==> src/rtl/adnlp_pkg.sv <==
// ----------------------------------------------------------------------------
// adnlp_pkg
// Shared constants, payload types and control structs of the adaptive-degree
// next-line prefetcher.
// ----------------------------------------------------------------------------
package adnlp_pkg;

  // Geometry
  localparam int MAX_DEG    = 16;
  localparam int LINE_BYTES = 64;    // power of two
  localparam int PAGE_BITS  = 12;

  localparam int LINE_SHIFT = $clog2(LINE_BYTES);
  localparam int ROOM_W     = PAGE_BITS - LINE_SHIFT;
  localparam int DEG_W      = $clog2(MAX_DEG + 1);
  localparam int CMP_W      = (ROOM_W > DEG_W) ? ROOM_W : DEG_W;

  // Field widths
  localparam int ADDR_W = 64;
  localparam int META_W = 32;
  localparam int RET_W  = 64;
  localparam int WIN_W  = 32;
  localparam int ACC_W  = 10;
  localparam int MISS_W = 32;
  localparam int RATE_W = 32;
  localparam int CFG_IDX_W  = 2;
  localparam int CFG_DATA_W = 32;

  localparam logic [ACC_W-1:0]  ACC_MAX  = {ACC_W{1'b1}};
  localparam logic [MISS_W-1:0] MISS_MAX = {MISS_W{1'b1}};
  localparam logic [RATE_W-1:0] RATE_MAX = {RATE_W{1'b1}};

  // MPKI in Q22.10: misses * 1000 * 1024 / instructions
  localparam int RATE_SCALE = 1024000;
  localparam int SCALE_W    = $clog2(RATE_SCALE + 1);
  localparam int NUM_W      = MISS_W + SCALE_W;
  localparam int DCNT_W     = $clog2(NUM_W + 1);

  // Decoupling queue
  localparam int QDEPTH = 4;   // power of two
  localparam int QPTR_W = $clog2(QDEPTH);
  localparam int QCNT_W = $clog2(QDEPTH + 1);

  // Opcodes
  localparam logic OP_ACCESS = 1'b0;
  localparam logic OP_TICK   = 1'b1;

  // Register indexes
  localparam logic [CFG_IDX_W-1:0] CFG_SWEEP_WIN = 2'd0;
  localparam logic [CFG_IDX_W-1:0] CFG_HOLD_WIN  = 2'd1;
  localparam logic [CFG_IDX_W-1:0] CFG_GATE      = 2'd2;

  // Register reset values
  localparam logic [WIN_W-1:0] SWEEP_WIN_RST = 32'd5000;
  localparam logic [WIN_W-1:0] HOLD_WIN_RST  = 32'd25000;
  localparam logic [ACC_W-1:0] GATE_RST      = 10'd10;

  typedef struct packed {
    logic              opcode;
    logic [ADDR_W-1:0] access_addr;
    logic              hit;
    logic [META_W-1:0] meta_in;
    logic [RET_W-1:0]  retired_count;
  } in_item_t;

  typedef struct packed {
    logic [ADDR_W-1:0] prefetch_addr;
    logic [META_W-1:0] meta_out;
    logic              last;
  } out_item_t;

  // One queued access for the issue side
  typedef struct packed {
    logic [ADDR_W-1:0] addr;
    logic [META_W-1:0] meta;
    logic [DEG_W-1:0]  deg;
  } job_t;

  typedef struct packed {
    logic              start;
    logic [MISS_W-1:0] misses;
    logic [RET_W-1:0]  elapsed;
  } div_req_t;

  typedef struct packed {
    logic              done;
    logic [RATE_W-1:0] rate;
  } div_rsp_t;

  typedef enum logic [1:0] {
    F_IDLE,
    F_DIV_WAIT,
    F_SEARCH
  } front_state_t;

endpackage

==> src/rtl/adaptive_degree_next_line_prefetcher.sv <==
// ----------------------------------------------------------------------------
// adaptive_degree_next_line_prefetcher
// Next-line prefetcher whose degree is picked by sweeping every degree and
// keeping the one with the lowest misses per kilo-instruction.
//
//   channel | valid     | ready     | payload
//   --------+-----------+-----------+-------------------------------
//   in      | in_valid  | in_ready  | in_item  (access or tick)
//   out     | out_valid | out_ready | out_item (one prefetch beat)
//   cfg     | cfg_valid | cfg_ready | cfg_index, cfg_data
//
// An access is accepted when the front is idle and the queue has room; the
// issue side loads it from the queue and then sends one prefetch beat per
// cycle (0..16) while the receiver is ready. A tick that closes a sweep window
// holds the front for the rate divide (one quotient bit a cycle) and, after the
// last degree, for the min search. Synchronous reset; no clearing pass.
// Front and issue side stall independently through a four-entry queue.
// ----------------------------------------------------------------------------
module adaptive_degree_next_line_prefetcher (
  input  logic                              clk,
  input  logic                              rst,
  input  logic                              in_valid,
  output logic                              in_ready,
  input  adnlp_pkg::in_item_t               in_item,
  output logic                              out_valid,
  input  logic                              out_ready,
  output adnlp_pkg::out_item_t              out_item,
  input  logic                              cfg_valid,
  output logic                              cfg_ready,
  input  logic [adnlp_pkg::CFG_IDX_W-1:0]   cfg_index,
  input  logic [adnlp_pkg::CFG_DATA_W-1:0]  cfg_data
);
  import adnlp_pkg::*;

  logic     push, pop, q_full, q_empty;
  job_t     push_job, head;
  div_req_t div_req;
  div_rsp_t div_rsp;

  assign cfg_ready = 1'b1;

  adnlp_front u_front (
    .clk      (clk),
    .rst      (rst),
    .in_valid (in_valid),
    .in_ready (in_ready),
    .in_item  (in_item),
    .cfg_valid(cfg_valid),
    .cfg_index(cfg_index),
    .cfg_data (cfg_data),
    .push     (push),
    .push_job (push_job),
    .q_full   (q_full),
    .div_req  (div_req),
    .div_rsp  (div_rsp)
  );

  adnlp_div u_div (
    .clk(clk),
    .rst(rst),
    .req(div_req),
    .rsp(div_rsp)
  );

  adnlp_fifo u_fifo (
    .clk     (clk),
    .rst     (rst),
    .push    (push),
    .push_job(push_job),
    .pop     (pop),
    .head    (head),
    .full    (q_full),
    .empty   (q_empty)
  );

  adnlp_back u_back (
    .clk      (clk),
    .rst      (rst),
    .head     (head),
    .q_empty  (q_empty),
    .pop      (pop),
    .out_valid(out_valid),
    .out_ready(out_ready),
    .out_item (out_item)
  );

endmodule

==> src/rtl/adnlp_div.sv <==
// ----------------------------------------------------------------------------
// adnlp_div
// Miss-rate unit: scales the miss count, then restoring divide by the elapsed
// instruction count, one quotient bit per cycle, saturated to 32 bits.
// ----------------------------------------------------------------------------
module adnlp_div (
  input  logic                clk,
  input  logic                rst,
  input  adnlp_pkg::div_req_t req,
  output adnlp_pkg::div_rsp_t rsp
);
  import adnlp_pkg::*;

  logic [NUM_W-1:0]  num;      // dividend, shifts out as quotient shifts in
  logic [RET_W-1:0]  den;
  logic [RET_W-1:0]  rem;
  logic [DCNT_W-1:0] cnt;
  logic              busy;
  logic              done;

  logic [RET_W:0] rem_sh;
  logic           ge;

  assign rem_sh = {rem, num[NUM_W-1]};
  assign ge     = rem_sh >= {1'b0, den};

  always_ff @(posedge clk) begin
    if (rst) begin
      busy <= 1'b0;
      done <= 1'b0;
      cnt  <= '0;
    end else begin
      done <= 1'b0;
      if (req.start) begin
        busy <= 1'b1;
        cnt  <= DCNT_W'(NUM_W);
      end else if (busy) begin
        cnt <= cnt - 1'b1;
        if (cnt == DCNT_W'(1)) begin
          busy <= 1'b0;
          done <= 1'b1;
        end
      end
    end
  end

  always_ff @(posedge clk) begin
    if (req.start) begin
      num <= NUM_W'(req.misses) * NUM_W'(RATE_SCALE);
      den <= req.elapsed;
      rem <= '0;
    end else if (busy) begin
      rem <= ge ? RET_W'(rem_sh - {1'b0, den}) : rem_sh[RET_W-1:0];
      num <= {num[NUM_W-2:0], ge};
    end
  end

  // zero divisor gives an all-ones quotient, which saturates as required
  assign rsp.done = done;
  assign rsp.rate = (num[NUM_W-1:RATE_W] != '0) ? RATE_MAX : num[RATE_W-1:0];

`ifndef SYNTHESIS
  a_cnt_live: assert property (@(posedge clk) disable iff (rst)
    busy |-> cnt != '0)
    else $error("divider running with empty count");
`endif

endmodule

==> src/rtl/adnlp_front.sv <==
// ----------------------------------------------------------------------------
// adnlp_front
// Accepts items, keeps counters, windows and the degree sweep, and queues
// accesses with the degree in force for the issue side.
// ----------------------------------------------------------------------------
module adnlp_front (
  input  logic                               clk,
  input  logic                               rst,
  input  logic                               in_valid,
  output logic                               in_ready,
  input  adnlp_pkg::in_item_t                in_item,
  input  logic                               cfg_valid,
  input  logic [adnlp_pkg::CFG_IDX_W-1:0]    cfg_index,
  input  logic [adnlp_pkg::CFG_DATA_W-1:0]   cfg_data,
  output logic                               push,
  output adnlp_pkg::job_t                    push_job,
  input  logic                               q_full,
  output adnlp_pkg::div_req_t                div_req,
  input  adnlp_pkg::div_rsp_t                div_rsp
);
  import adnlp_pkg::*;

  front_state_t state, state_next;

  logic [WIN_W-1:0]  sweep_window_instr;
  logic [WIN_W-1:0]  hold_window_instr;
  logic [ACC_W-1:0]  access_gate;

  logic [ACC_W-1:0]  access_count;
  logic [MISS_W-1:0] miss_count;
  logic [RET_W-1:0]  window_start;
  logic [DEG_W-1:0]  current_degree;
  logic              hold_mode;
  logic [RATE_W-1:0] rate_table [MAX_DEG+1];

  logic [DEG_W-1:0]  search_idx;
  logic [DEG_W-1:0]  best;
  logic [RATE_W-1:0] best_rate;

  logic              acc_fire, tick_fire, gate_ok;
  logic [RET_W-1:0]  elapsed;
  logic              sweep_close, hold_close;
  logic              deg_is_max, idx_is_max, cand_lt;
  logic [RATE_W-1:0] cand;

  assign in_ready  = (state == F_IDLE) && !q_full;
  assign acc_fire  = in_valid && in_ready && (in_item.opcode == OP_ACCESS);
  assign tick_fire = in_valid && in_ready && (in_item.opcode == OP_TICK);
  assign gate_ok   = !(access_count < access_gate);
  assign elapsed   = in_item.retired_count - window_start;

  assign sweep_close = tick_fire && gate_ok && !hold_mode &&
                       !(elapsed < RET_W'(sweep_window_instr));
  assign hold_close  = tick_fire && gate_ok && hold_mode &&
                       !(elapsed < RET_W'(hold_window_instr));

  assign deg_is_max = current_degree == DEG_W'(MAX_DEG);
  assign idx_is_max = search_idx == DEG_W'(MAX_DEG);
  assign cand       = rate_table[search_idx];
  assign cand_lt    = cand < best_rate;

  assign push          = acc_fire;
  assign push_job.addr = in_item.access_addr;
  assign push_job.meta = in_item.meta_in;
  assign push_job.deg  = current_degree;

  assign div_req.start   = sweep_close;
  assign div_req.misses  = miss_count;
  assign div_req.elapsed = elapsed;

  always_ff @(posedge clk) begin
    if (rst) begin
      state <= F_IDLE;
    end else begin
      state <= state_next;
    end
  end

  always_comb begin
    state_next = state;
    unique case (state)
      F_IDLE: begin
        if (sweep_close) state_next = F_DIV_WAIT;
      end
      F_DIV_WAIT: begin
        if (div_rsp.done) state_next = deg_is_max ? F_SEARCH : F_IDLE;
      end
      F_SEARCH: begin
        if (idx_is_max) state_next = F_IDLE;
      end
      default: state_next = F_IDLE;
    endcase
  end

  always_ff @(posedge clk) begin
    if (rst) begin
      sweep_window_instr <= SWEEP_WIN_RST;
      hold_window_instr  <= HOLD_WIN_RST;
      access_gate        <= GATE_RST;
      access_count       <= '0;
      miss_count         <= '0;
      window_start       <= '0;
      current_degree     <= '0;
      hold_mode          <= 1'b0;
    end else begin
      if (cfg_valid) begin
        unique case (cfg_index)
          CFG_SWEEP_WIN: sweep_window_instr <= cfg_data[WIN_W-1:0];
          CFG_HOLD_WIN:  hold_window_instr  <= cfg_data[WIN_W-1:0];
          CFG_GATE:      access_gate        <= cfg_data[ACC_W-1:0];
          default: ;
        endcase
      end

      if (acc_fire) begin
        if (access_count != ACC_MAX) access_count <= access_count + 1'b1;
        if (!in_item.hit && miss_count != MISS_MAX) miss_count <= miss_count + 1'b1;
      end

      if (tick_fire && gate_ok) access_count <= '0;

      if (sweep_close) begin
        window_start <= in_item.retired_count;
        miss_count   <= '0;
      end

      if (hold_close) begin
        window_start   <= in_item.retired_count;
        miss_count     <= '0;
        current_degree <= '0;
        hold_mode      <= 1'b0;
      end

      if (state == F_DIV_WAIT && div_rsp.done && !deg_is_max)
        current_degree <= current_degree + 1'b1;

      // last step of the search folds in the final candidate
      if (state == F_SEARCH && idx_is_max) begin
        current_degree <= cand_lt ? search_idx : best;
        hold_mode      <= 1'b1;
      end
    end
  end

  always_ff @(posedge clk) begin
    if (state == F_DIV_WAIT && div_rsp.done) begin
      rate_table[current_degree] <= div_rsp.rate;
    end
  end

  // min search over the table, one entry a cycle, lowest index wins ties
  always_ff @(posedge clk) begin
    if (state == F_DIV_WAIT && div_rsp.done && deg_is_max) begin
      best       <= '0;
      best_rate  <= rate_table[0];
      search_idx <= DEG_W'(1);
    end else if (state == F_SEARCH) begin
      if (cand_lt) begin
        best      <= search_idx;
        best_rate <= cand;
      end
      search_idx <= search_idx + 1'b1;
    end
  end

`ifndef SYNTHESIS
  a_done_when_waiting: assert property (@(posedge clk) disable iff (rst)
    div_rsp.done |-> state == F_DIV_WAIT)
    else $error("rate result with no window close pending");

  a_search_idx: assert property (@(posedge clk) disable iff (rst)
    state == F_SEARCH |-> search_idx != '0 && search_idx <= DEG_W'(MAX_DEG))
    else $error("search index out of range");

  a_hold_idle: assert property (@(posedge clk) disable iff (rst)
    hold_mode |-> state == F_IDLE)
    else $error("hold mode while sweep work in flight");
`endif

endmodule

==> src/rtl/adnlp_fifo.sv <==
// ----------------------------------------------------------------------------
// adnlp_fifo
// Short queue of accepted accesses between the front and the issue side.
// ----------------------------------------------------------------------------
module adnlp_fifo (
  input  logic            clk,
  input  logic            rst,
  input  logic            push,
  input  adnlp_pkg::job_t push_job,
  input  logic            pop,
  output adnlp_pkg::job_t head,
  output logic            full,
  output logic            empty
);
  import adnlp_pkg::*;

  job_t              mem [QDEPTH];
  logic [QPTR_W-1:0] wr_ptr, rd_ptr;
  logic [QCNT_W-1:0] count;

  assign full  = count == QCNT_W'(QDEPTH);
  assign empty = count == '0;
  assign head  = mem[rd_ptr];

  always_ff @(posedge clk) begin
    if (rst) begin
      wr_ptr <= '0;
      rd_ptr <= '0;
      count  <= '0;
    end else begin
      if (push) wr_ptr <= wr_ptr + 1'b1;
      if (pop)  rd_ptr <= rd_ptr + 1'b1;
      if (push && !pop)      count <= count + 1'b1;
      else if (pop && !push) count <= count - 1'b1;
    end
  end

  always_ff @(posedge clk) begin
    if (push) mem[wr_ptr] <= push_job;
  end

`ifndef SYNTHESIS
  a_no_overflow: assert property (@(posedge clk) disable iff (rst)
    push |-> !full || pop)
    else $error("push into full queue");
`endif

endmodule

==> src/rtl/adnlp_back.sv <==
// ----------------------------------------------------------------------------
// adnlp_back
// Issue side: turns a queued access into its run of next-line prefetches,
// clipped at page end, one registered beat per cycle while out_ready holds.
// ----------------------------------------------------------------------------
module adnlp_back (
  input  logic                 clk,
  input  logic                 rst,
  input  adnlp_pkg::job_t      head,
  input  logic                 q_empty,
  output logic                 pop,
  output logic                 out_valid,
  input  logic                 out_ready,
  output adnlp_pkg::out_item_t out_item
);
  import adnlp_pkg::*;

  logic              busy;
  logic [ADDR_W-1:0] cur_addr;
  logic [META_W-1:0] meta;
  logic [DEG_W-1:0]  rem;

  logic [PAGE_BITS-1:0] off_inv;
  logic [ROOM_W-1:0]    room;      // whole lines left in the page
  logic [CMP_W-1:0]     room_ext, deg_ext, count_sel;
  logic [ADDR_W-1:0]    next_addr;
  logic                 load_out;

  assign off_inv   = ~head.addr[PAGE_BITS-1:0];
  assign room      = off_inv[PAGE_BITS-1:LINE_SHIFT];
  assign room_ext  = CMP_W'(room);
  assign deg_ext   = CMP_W'(head.deg);
  assign count_sel = (room_ext < deg_ext) ? room_ext : deg_ext;

  assign pop       = !busy && !q_empty;
  assign load_out  = busy && (!out_valid || out_ready);
  assign next_addr = cur_addr + ADDR_W'(LINE_BYTES);

  always_ff @(posedge clk) begin
    if (rst) begin
      busy      <= 1'b0;
      out_valid <= 1'b0;
    end else begin
      if (pop) begin
        busy <= count_sel != '0;
      end else if (load_out && rem == DEG_W'(1)) begin
        busy <= 1'b0;
      end
      if (load_out)       out_valid <= 1'b1;
      else if (out_ready) out_valid <= 1'b0;
    end
  end

  always_ff @(posedge clk) begin
    if (pop) begin
      cur_addr <= head.addr;
      meta     <= head.meta;
      rem      <= DEG_W'(count_sel);
    end else if (load_out) begin
      cur_addr <= next_addr;
      rem      <= rem - 1'b1;
    end
    if (load_out) begin
      out_item.prefetch_addr <= next_addr;
      out_item.meta_out      <= meta;
      out_item.last          <= rem == DEG_W'(1);
    end
  end

`ifndef SYNTHESIS
  a_busy_has_work: assert property (@(posedge clk) disable iff (rst)
    busy |-> rem != '0)
    else $error("issue side busy with nothing left to send");
`endif

endmodule

==> config.mk <==
export PLATFORM = sky130hd
export DESIGN_NAME = adaptive_degree_next_line_prefetcher
export DESIGN_NICKNAME = d
export VERILOG_FILES = /design/src/rtl/adnlp_pkg.sv /design/src/rtl/adaptive_degree_next_line_prefetcher.sv /design/src/rtl/adnlp_div.sv /design/src/rtl/adnlp_front.sv /design/src/rtl/adnlp_fifo.sv /design/src/rtl/adnlp_back.sv
export SDC_FILE = /design/constraint.sdc
export NUM_CORES = 2
export LEC_CHECK = 0
export BUFFER_PORTS_ARGS = -buffer_cell sky130_fd_sc_hd__buf_2
export CAP_MARGIN = 20
export CORE_MARGIN = 3
export CORE_UTILIZATION = 55
export DETAILED_ROUTE_END_ITERATION = 6
export GPL_TIMING_DRIVEN = 1
export HOLD_SLACK_MARGIN = 0.03
export PLACE_DENSITY = 0.68
export SLEW_MARGIN = 30
export SYNTH_ARGS = -nofsm -noshare
export SYNTH_HDL_FRONTEND = slang
export SYNTH_SLANG_ARGS = --single-unit
==> constraint.sdc <==
create_clock -name clk -period 8.6 [get_ports clk]
set_clock_uncertainty 0.05 [all_clocks]
set_input_delay 0.43 -clock clk [delete_from_list [all_inputs] [get_ports clk]]
set_output_delay 0.43 -clock clk [all_outputs]
set_load 0.005 [all_outputs]
==> key figures <==
CTS
  – Clk Latency, worst-skew pair: around 0.8 ns
  – CTS Buffer Depth: 3
  – CTS tree: done
  – Worst-path clk slew: approximately 0.060 ns
  – Setup repair bufs after CTS: 0
  – Clk root buf: clkbuf_16
  – Clk sink count: 1580
  – Htree depth: 4
  – Inserted Clock Buffers: approximately 160

Global routing
  – Largest net degree at the start of global routing: 140
  – Tot GR Track Use: 0.2464
  – Vias in the first global route: 49.03k
  – Antenna violations before repair: 8
  – Remaining global-route overflow: 0
  – First-pass GRT wire length: 281700 um

Synthesis
  – Sequential area share after synthesis: 0.5750
  – Yosys warns: 0
  – Post-synth EDFFs: between 1k and 1.5k
  – Post-synthesis xor/xnor area fraction: 0.02821
  – Syn Std Cell Area: 77300 um2
  – Yosys reg bits: around 1.6k
  – Main combinational cell family by area after synthesis: multiplexers
  – Synth cell types: between 80 and 90
  – Ys async rst share: 0
  – Main synth FF type: edfxtp_1
  – Simple-gate share of the synthesized area: 0.09700
  – Syn Nets: ~6.6k
  – Mux contribution to synthesized area: 0.1018
  – Mapped Cells: roughly 6.0k
  – Adder-cell area share of the yosys netlist: 0.08556
  – Avg Inst Size Synth: around 13 um2
  – Complex-gate fraction of the synthesized area: 0.07611

Detailed routing
  – Final antenna-violating net count: 0
  – DRC: 0
  – Routed via count: between 40k and 50k
  – WL/cell: 21.14 um
  – Initial DRC count: 3649
  – First-pass iteration count of the detailed router: 5
  – Total Wirelength: between 150000 and 200000 um
  – Vias per Instance: around 5.8

Power
  – Sequential Power Share: 0.477
  – Logic gate share of total power: 0.170
  – Clock power share: 0.353
  – Switching Share: 0.2703
  – Pleak: 30.99 nW
  – VDD IR max: 0.0002225 V
  – Sw power: around 5.4 mW
  – Internal cell power: between 10 and 15 mW
  – Pwr per Cell Area: about 230 nW/um2

Die
  – Die H: roughly 380 um
  – Core area: between 100000 and 150000 um2
  – IO Pins: 301
  – # rows: 136
  – Starting density of the core: 0.5581
  – Die W: between 300 and 400 um
  – Die Area: 145100 um2

Setup path
  – Crit path top cell by count: fa_1
  – Delay-heaviest family, CP: compound AO/OA/AOI/OAI gates
  – Crit path max fanout: 5
  – Crit-path slowest cell: a2111oi_0
  – Worst-path cell chain: inv_1, fa_1, fa_1, fa_1, fa_1, inv_1, ha_1, a21oi_1, o21bai_1, a2111o_1, a211oi_1, a211oi_1, o21ai_0, a41oi_1, a2111oi_0, o21bai_1, a32oi_1, a21boi_0, mux2i_1
  – Critical Path Source Type: flop
  – Required @ worst endpoint: approximately 9.0 ns
  – Crit Path Category: reg2reg
  – Worst Path Buf+Inv: 2
  – CP Capture Type: flop
  – Crit-path max cell delay: ~0.61 ns
  – Arrival time at the worst endpoint: ~6.8 ns

STA
  – Setup violations, final: 0
  – Setup_tns: 0 ns
  – RSZ-0062 raised after global routing: false
  – Final WS setup: approximately 2.2 ns
  – Worst slew pin tran: ~0.98 ns
  – Post-route minimum period: between 6 and 7 ns
  – Relative slew slack: 0.3486
  – Max-slew violations: 0
  – Hold Fails Final Rpt: 0
  – Fmax: between 150 and 200 MHz
  – Share of the clock period used by the worst path: 0.7405

Final layout
  – Share of layout cells above drive strength 1: 0.1550
  – Fill cells: 10.57k
  – Final nets: about 7.1k
  – Area growth, synth to finish: 14.01%

Run
  – Max Cap Violations: 0

Outcome
  – Outcome: completed

Min path
  – Hold crit path type: in2reg

Place
  – Hpwl dp: 117300 um
  – I/O Buffers: 299
  – Placer Congestion: approximately 0.92
  – Place WS: about 2.2 ns
## what timing repair did
item                                   CTS  global route
resized for setup                        0             0
endpoints found under the hold margin  523             0
setup endpoints to repair                0             0
hold buffers                           193             0
## cell families after synthesis
group / count (synthesis)
buffers and inverters: 717
XOR/XNOR: 249
adder cells (fa/ha/maj): 456
other: 1
flip-flops: 1580
AND/OR/NAND/NOR: 1609
multiplexers: 459
AO/OA/AOI/OAI: 887
## per-stage QoR
step | cells | instance area, um2 | utilization | power, mW | hold WS [ns]
after floorplan | 5958 | 77300 | - | 11.98 | 0.3503
after global placement | 7923 | 80760 | 0.5830 | 12.94 | 0.3507
after detailed placement | 7923 | 80770 | 0.5831 | 13.02 | 0.3552
after CTS | 8419 | 88120 | 0.6362 | 20.15 | 0.1277
after global routing | 8421 | 88130 | 0.6363 | 20.88 | 0.1963
final | 8421 | 88130 | 0.6363 | 19.99 | 0.1855
## final timing paths
check	start	endpoint	slack, ns	depth (start not counted)
setup / recovery	u_front.miss_count[9]$_SDFFE_PP0P_	u_div.num[51]$_DFFE_PP_	2.23	19
setup reg to reg	u_front.miss_count[9]$_SDFFE_PP0P_	u_div.num[51]$_DFFE_PP_	2.23	19
hold / removal	in_item[161]	u_front.access_count[1]$_SDFFE_PP0P_	0.19	5
hold reg to reg	u_back.meta[18]$_DFFE_PP_	u_back.out_item[19]$_DFFE_PP_	0.36	0
## cells in the final DEF (no fill, tap or decap), types with 30 or more instances in the layout
master	count
nor2_1	586
clkbuf_1	36
mux2i_1	156
inv_1	461
dlygate4sd3_1	193
mux2_2	46
o21ai_0	136
nand4_1	74
fa_1	121
xor2_1	86
a211oi_2	44
buf_4	50
mux4_2	257
or3_1	45
clkbuf_16	165
nand2_1	402
nor2b_1	37
ha_1	335
nand2b_1	167
a21oi_1	328
clkinv_2	30
buf_2	298
edfxtp_1	1281
xnor2_1	163
a21o_1	89
nor3_1	86
dfxtp_1	291
nand3_1	65
## per-layer routing
layer,global-route usage,up-vias,share of wire
li1,-,22720,-
met1,0.3408,24270,0.44
met2,0.4157,1240,0.50
met3,0.03099,267,0.044
met4,0.06403,2,0.024
met5,0,-,0.000073
## Yosys cell counts (all sizes together) (14+ instances only)
library cell,instances,area (um2)
a211o,17,148.9
a211oi,67,718.2
a21boi,14,105.1
a21o,89,668.1
a21oi,331,1660
a31oi,21,131.4
and2,21,131.4
and3,28,175.2
buf,78,404.2
clkbuf,175,656.9
dfxtp,299,5986
edfxtp,1281,38470
fa,121,2422
ha,335,4192
inv,464,1742
mux2,46,518.0
mux2i,156,1562
mux4,257,5788
nand2,403,1513
nand2b,169,1057
nand3,66,330.3
nand4,74,462.9
nor2,602,2260
nor2b,37,231.5
nor3,88,450.4
nor4,21,146.4
o211ai,24,180.2
o21a,25,187.7
o21ai,146,734.4
o21bai,28,210.2
or3,45,281.5
xnor2,163,1428
xor2,86,753.2
## power by group through the flow
stage | logic, mW | registers, mW | clock network (mW)
after detailed placement | 3.33 | 9.70 | 0
final | 3.40 | 9.54 | 7.05
after global placement | 3.27 | 9.67 | 0
after global routing | 3.77 | 9.61 | 7.50
after CTS | 3.42 | 9.54 | 7.19
after floorplan | 2.39 | 9.59 | 0
## worst register-to-register path, stage by stage, from the launching register on
cell and delay, ns:
dfxtp_1 0.39, inv_1 0.16, fa_1 0.59, fa_1 0.44
fa_1 0.50, fa_1 0.52, inv_1 0.04, ha_1 0.35
a21oi_1 0.16, o21bai_1 0.07, a2111o_1 0.42, a211oi_1 0.32
a211oi_1 0.16, o21ai_0 0.33, a41oi_1 0.25, a2111oi_0 0.61
o21bai_1 0.18, a32oi_1 0.22, a21boi_0 0.20, mux2i_1 0.09
## layout make-up
class,instances,area [um2],area share
Antenna cell,2,5.005,0.00005679
Clock buffer,213,4423,0.05019
Clock inverter,90,996.0,0.01130
Inverter,464,1749,0.01985
Multi-Input combinational cell,3661,30240,0.3431
Sequential cell,1580,44480,0.5047
Tap cell,1863,2331,0.02645
Timing Repair Buffer,548,3913,0.04439
## state kept, by name, summed over array words and instances (netlist names), 10 cells and up, named ones only
signal                      count
u_div.den                      64
u_back.cur_addr                64
u_front.sweep_window_instr     32
u_back.out_item                97
u_front.hold_window_instr      32
u_fifo.mem                    404
u_front.best_rate              32
u_front.rate_table            544
u_front.access_count           10
u_div.rem                      64
u_front.window_start           64
u_front.miss_count             32
u_back.meta                    32
u_front.access_gate            10
u_div.num                      52
Power figures use the tool's default switching activity.
